<file path="config.mk">
export PLATFORM = sky130hd
export DESIGN_NAME = tss_front
export DESIGN_NICKNAME = d
export VERILOG_FILES = /design/src/sv/tss_pkg.sv /design/src/sv/tss_front.sv
export SDC_FILE = /design/constraint.sdc
export NUM_CORES = 2
export LEC_CHECK = 0
export BUFFER_PORTS_ARGS = -buffer_cell sky130_fd_sc_hd__buf_4
export CELL_PAD_IN_SITES_DETAIL_PLACEMENT = 1
export CELL_PAD_IN_SITES_GLOBAL_PLACEMENT = 1
export CORE_ASPECT_RATIO = 1.2
export CORE_MARGIN = 3
export CORE_UTILIZATION = 51
export CTS_CLUSTER_SIZE = 16
export DETAILED_ROUTE_END_ITERATION = 8
export HOLD_SLACK_MARGIN = 0.08
export PLACE_DENSITY = 0.8
export SKIP_LAST_GASP = 1
export SLEW_MARGIN = 10
export SYNTH_ARGS = -nofsm -noshare
export SYNTH_HDL_FRONTEND = slang
export SYNTH_SLANG_ARGS = --single-unit
</file>
<file path="constraint.sdc">
create_clock -name clk -period 10.75 [get_ports clk]
set_input_delay 2.15 -clock clk [delete_from_list [all_inputs] [get_ports clk]]
set_output_delay 2.15 -clock clk [all_outputs]
set_load 0.01 [all_outputs]
</file>
<file path="src/sv/tss_pkg.sv">
`default_nettype none

package tss_pkg;

  localparam int DEF_MAX_TERMS = 16;
  localparam int DEF_FRAC_BITS = 28;

  localparam int ANGLE_W   = 32;
  localparam int EPS_W     = 29;
  localparam int COUNT_W   = 5;
  localparam int OUT_CNT_W = 5;
  localparam int CFG_IDX_W = 2;
  // wide enough for any term count up to the largest cap
  localparam int CNT_W     = 6;

  // term magnitudes stay at or below 2^61, the running sum within +-2^61
  localparam int TERM_W = 62;
  localparam int HALF_W = TERM_W / 2;
  localparam int SUM_W  = TERM_W + 1;
  localparam logic [TERM_W-1:0] INNER_CAP = {1'b1, {(TERM_W-1){1'b0}}};

  localparam logic [COUNT_W-1:0] RST_TERM_COUNT = 5'd8;
  localparam logic [EPS_W-1:0]   RST_EPSILON    = 29'd4096;

  typedef enum logic [CFG_IDX_W-1:0] {
    CFG_STOP_MODE  = 2'd0,
    CFG_TERM_COUNT = 2'd1,
    CFG_EPSILON    = 2'd2
  } tss_cfg_idx_t;

  typedef struct packed {
    logic             eps_mode;
    logic [EPS_W-1:0] eps;
  } tss_ctl_t;

  typedef struct packed {
    logic done;
    logic cap;
    logic tneg;
  } tss_flags_t;

  // decides whether the series stops after the term just produced
  function automatic tss_flags_t next_flags(
    input tss_ctl_t          ctl,
    input logic [TERM_W-1:0] tmag,
    input logic [CNT_W-1:0]  used,
    input logic [CNT_W-1:0]  limit,
    input logic [CNT_W-1:0]  max_terms,
    input logic              tneg
  );
    tss_flags_t f;
    f.tneg = tneg;
    f.done = 1'b0;
    f.cap  = 1'b0;
    if (ctl.eps_mode) begin
      if (tmag <= {{(TERM_W-EPS_W){1'b0}}, ctl.eps}) begin
        f.done = 1'b1;
      end else if (used >= max_terms) begin
        f.done = 1'b1;
        f.cap  = 1'b1;
      end
    end else if (used >= limit) begin
      f.done = 1'b1;
    end
    return f;
  endfunction

endpackage

`default_nettype wire

</file>
<file path="src/sv/tss_front.sv">
`default_nettype none

module tss_front #(
  parameter int FRAC_BITS = tss_pkg::DEF_FRAC_BITS,
  parameter int MAX_TERMS = tss_pkg::DEF_MAX_TERMS
) (
  input  logic                                clk,
  input  logic                                rst,
  input  logic                                adv,
  input  logic                                angle_valid,
  input  logic [tss_pkg::ANGLE_W-1:0]         angle,
  input  tss_pkg::tss_ctl_t                   ctl,
  input  logic [$clog2(MAX_TERMS+1)-1:0]      limit,
  output logic                                dn_valid,
  output tss_pkg::tss_flags_t                 dn_flags,
  output logic [tss_pkg::TERM_W-1:0]          dn_tmag,
  output logic signed [tss_pkg::SUM_W-1:0]    dn_sum,
  output logic [$clog2(MAX_TERMS+1)-1:0]      dn_used,
  output logic [63-FRAC_BITS-1:0]             dn_x2
);

  localparam int CW  = $clog2(MAX_TERMS + 1);
  localparam int X2W = 63 - FRAC_BITS;
  localparam int AW  = tss_pkg::ANGLE_W;
  localparam int NW  = tss_pkg::CNT_W;
  localparam int TW  = tss_pkg::TERM_W;
  localparam int SW  = tss_pkg::SUM_W;

  logic                 a_valid;
  logic [AW-1:0]        ang;
  logic                 a_neg;
  logic [AW-1:0]        a_mag;

  logic                 b_valid;
  logic                 b_neg;
  logic [AW-1:0]        b_mag;
  logic [2*AW-1:0]      b_sq;

  logic [2*AW-1:0]      sq_round;
  logic [X2W-1:0]       x2_next;
  logic signed [SW-1:0] mag_s;
  logic signed [SW-1:0] sum_next;
  tss_pkg::tss_flags_t  flags_next;

  always_ff @(posedge clk) begin
    if (rst) begin
      a_valid  <= 1'b0;
      b_valid  <= 1'b0;
      dn_valid <= 1'b0;
    end else if (adv) begin
      a_valid  <= angle_valid;
      b_valid  <= a_valid;
      dn_valid <= b_valid;
    end
  end

  // magnitude of the most negative angle is 2^31, still fits unsigned
  always_comb begin
    a_neg = ang[AW-1];
    a_mag = a_neg ? (~ang + AW'(1)) : ang;
  end

  always_comb begin
    sq_round   = b_sq + ((2*AW)'(1) << (FRAC_BITS - 1));
    x2_next    = X2W'(sq_round >> FRAC_BITS);
    mag_s      = $signed({{(SW-AW){1'b0}}, b_mag});
    sum_next   = b_neg ? -mag_s : mag_s;
    flags_next = tss_pkg::next_flags(ctl, {{(TW-AW){1'b0}}, b_mag}, NW'(1), NW'(limit),
                                     NW'(MAX_TERMS), b_neg);
  end

  always_ff @(posedge clk) begin
    if (adv) begin
      ang      <= angle;
      b_neg    <= a_neg;
      b_mag    <= a_mag;
      b_sq     <= (2*AW)'(a_mag) * (2*AW)'(a_mag);
      dn_flags <= flags_next;
      dn_tmag  <= {{(TW-AW){1'b0}}, b_mag};
      dn_sum   <= sum_next;
      dn_used  <= CW'(1);
      dn_x2    <= x2_next;
    end
  end

endmodule

`default_nettype wire

</file>
## Word-level counts from Yosys, hierarchy flattened

Index checks and enable logic that the tools add are counted.

- Add/sub/neg operators: 3
- $mul: 1
- Magnitude comparators: 2
- Multiplexer cells: 5
- Bitwise logic cells: 1

Operators with widths:

| operator | number |
|---|---|
| $mux W32 | 2 |
| $add A63 B28 Y63 const B | 1 |
| $mul A32 B32 Y63 | 1 |
| $neg A32 Y63 | 1 |
| $add A32 B1 Y32 const B | 1 |
| $le A32 B29 Y1 | 1 |
| $not A32 Y32 | 1 |
| $ge A1 B5 Y1 const A | 1 |
| $mux W1 | 3 |

- Bits in registers: 263
- Input bits: 71
- Output and inout port bits: 169
- Word-level logic and storage cells: 25

## Longest topological paths before layout

- Word-level depth: 4
- Gate-level depth with buffers: 41
- Mapped depth without buffers: 38

## Worst setup path after synthesis

OpenSTA, ideal clock, no wires.

- Path kind: register to register
- From: register ang[0]
- To: register b_sq[43], data pin
- Arrival time: 9.539 ns
- Data required time: 10.484 ns
- Setup slack: 0.945 ns
- Stages on the path, launching flop included: 36
- Clock period less this slack: 9.805 ns
- Cells stage by stage: edfxtp_1 -> clkbuf_1 -> inv_1 -> clkbuf_1 -> clkbuf_1 -> ha_1 -> nand2b_1 -> nand2b_1 -> nand2b_1 -> or3_1 -> o31a_1 -> xor2_1 -> clkinv_1 -> nor2_1 -> ha_1 -> xor2_1 -> fa_1 -> inv_1 -> fa_1 -> fa_1 -> inv_1 -> fa_1 -> fa_1 -> fa_1 -> fa_1 -> ha_1 -> a21oi_1 -> o21ai_0 -> a211oi_1 -> o311ai_0 -> a31o_2 -> a221oi_1 -> o21a_1 -> o21bai_1 -> a21oi_1 -> xnor2_1

- Word-level cells in the longest chain between the ends: 4

Ends and longest elaborated chain:

| what | line | source |
|---|---|---|
| start: declaration | tss_front.sv:30 | `logic [AW-1:0] ang;` |
| start signal: assignment | tss_front.sv:74 | `ang <= angle;` |
| $not A32 Y32 | tss_front.sv:60 | `a_mag = a_neg ? (~ang + AW'(1)) : ang;` |
| $add A32 B1 Y32 | tss_front.sv:60 |  |
| $mux W32 * | tss_front.sv:60 |  |
| $mul A32 B32 Y63 * | tss_front.sv:77 | `b_sq <= (2*AW)'(a_mag) * (2*AW)'(a_mag);` |
| end signal: assignment | tss_front.sv:77 |  |
| end: declaration | tss_front.sv:37 | `logic [2*AW-1:0] b_sq;` |

Every way passes the cells marked *; elsewhere a longest branch is shown, timed or not.
A chain may end at the register's enable or synchronous reset.

## Final worst setup path

- From: register ang[0]
- To: register b_sq[58], data pin

The elaborated chain is that of the path after synthesis.

==> metrics <==
Synth Instances 3692; CTS H-tree depth 1; utilization after layout 57.4%; Synth warnings 0; crit path to b_sq[58]; CTS tree built; most frequent cells in the layout 1040 x inv_1, 798 x fa_1, 324 x nand2_1; Area growth syn-to-layout 10.8%; Clock Latency Late Sink 600 ps; crit path kind register to register; vias per inst 5.48; asr flop ratio synth 0%; Inst Count DP 4842; Startpoint Class register; flop2flop setup slack 450 ps; PortBufs 202; GPL Wtd Cong 0.931; CTS buffer count 27; Die Footprint 77200 um^2; Core Area 72700 um^2; Routed Antenna Nets 0; worst-path maximum fanout 21; share of the yosys chip area belonging to registers 18.6%; part of the cycle the worst path needs 95.9%; starting density of the core 51.8%; RSZ-0062 raised after global routing no; # IOs 240; Post-Layout Cell Count 4902; top_reg_cell synth edfxtp_1; Yosys cell types 62; vias in the first global route 32000; DRC Markers 0; sequential cell area 7000 um^2; Via Count 26900; initial antenna violation count 2; Critical Path Max Stage Delay 540 ps; WP data required 11080 ps; RR Endpoint b_sq[58]; post-synth top area share 42.4%; Synth area leaders fa_1 42%, edfxtp_1 18%, inv_1 10%; fillers 8005; CP Launch Point ang[0]; Initial DRT Pass Iterations 8; Multi-input gate area 26400 um^2; status completed; Setup Skew 16.2 ps; fin crit period 10300 ps; pre-CTS setup slack 118 ps; average size of a mapped cell 10.2 um^2; Setup crit end kind register; die extent in x 254 um; row cnt 108; Nets 5119; synthesis-stage register bit count 234; most common cell after layout, fill and taps aside inv_1; CTS Buffer Depth 3; DRT iter0 DRCs 1372; Post-synth EDFFs 231; Max stage delay cell, worst path fa_1; WP data arrival 10640 ps; Reg2Reg Depth 38; Slew @ Worst Pin 1010 ps; setup TNS 0 ps; Max Cap Viol 0; Avg WL per Cell 23.5 um; Critical R2R Launch ang[0]; first-pass GRT wire length 181 mm; gr ovfl total 0; Post-Route WL 115 mm; largest net degree at the start of global routing 114; Total GRT Usage 31.2%; Final Max Tran Viols 0; TritonCTS Sinks 234; DIE HEIGHT 304 um; final worst slack 445 ps; hpwl dp 93.6 mm; HP Class register to register; final setup fails 0; Final Hold Vio Count 0; synthesized area 37700 um^2; CTS root buf clkbuf_16; Yosys top cell by area fa_1; clock-pin slew on the worst setup and hold paths 60 ps; Rel. slew slack 32.5%; layout cells sized above 1 9.76%; f_max 97.0 MHz
==> synth_stat cells, types with 4 or more instances <==
library cell / number
buf_4: 38
a221oi_1: 6
xnor2_1: 97
and4_1: 6
nor3_1: 22
ha_1: 303
and2_1: 4
inv_1: 1041
fa_1: 798
o21bai_1: 8
nand2_1: 324
edfxtp_1: 231
a211oi_1: 4
and3_1: 21
o21ai_0: 46
a31o_2: 4
o41ai_1: 7
nor2b_1: 11
or4_4: 4
clkbuf_1: 94
nor2_1: 277
clkinv_1: 13
xor2_1: 58
a21oi_1: 64
o31a_1: 4
o31ai_1: 14
nand3_1: 18
a21o_1: 50
nand4_1: 22
or3_1: 9
buf_2: 6
nand2b_1: 15
o21a_1: 22
o211ai_1: 4
==> critical path: cells and delay by family, from the launching register on <==
kind	cells	cell delay [ps]
AO/OA/AOI/OAI	8	1880
adder cells (fa/ha/maj)	10	4380
flip-flops	1	400
buffers and inverters	9	1040
XOR/XNOR	2	460
AND/OR/NAND/NOR	9	1870
==> per-layer routing <==
layer	share of wire, %	GRT usage, %
met5	0	0
met4	7.6	19.1
met3	6.3	4.49
met2	52	56.4
met1	34	34.3
==> per-stage QoR <==
stage,hold WS (ps),instance area (um^2)
global route,536,41800
detailed placement,488,40700
floorplan,424,37900
CTS,502,41600
global placement,482,40700
finish,496,41800
==> registers in the layout, indices dropped and copies added, names as in the netlist, 2 cells and up <==
name      flops
dn_x2        35
dn_sum       62
b_sq         36
dn_tmag      31
b_mag        32
ang          32
dn_flags      2
==> layout make-up <==
cell class	instances	share of cell area [%]
inverters	1056	9.53
clock buffers	29	1.64
well taps	935	2.80
repair buffers	308	5.69
repair inverters	1	0.0180
multi-input cells	2319	63.2
clock inverters	17	0.363
flip-flops and latches	234	16.8
diodes	3	0.0180
==> cell families after synthesis <==
group                      after synthesis  share of synthesized area, %
AOI/OAI and AO/OA                      248                          4.34
xor gates and xnor gates               156                          3.65
adders and majority gates             1101                          52.5
buffers and inverters                 1198                          12.4
DFF                                    234                          18.6
muxes                                    4                         0.110
other                                    2                        0.0199
and+or+nand+nor                        749                          8.48
==> what timing repair did <==
item / 4_1_cts / 5_1_grt
endpoints found under the setup margin: 0 / 21
gates resized for setup: 0 / 20
hold buffers: 0 / 0
buffers inserted: 0 / 10
==> how the worst min path moves through the flow <==
stage | startpoint | endpoint | depth (start not counted)
2_1_floorplan | ang[31] | b_neg | 0
3_3_place_gp | b_valid | b_valid | 2
3_5_place_dp | b_valid | b_valid | 2
4_1_cts | b_valid | b_valid | 2
5_1_grt | b_valid | b_valid | 2
6_report | b_valid | b_valid | 2
Power is left out: the tool's default activity adds up to more than one toggle a clock period on the data nets, which glitch-free logic cannot reach.
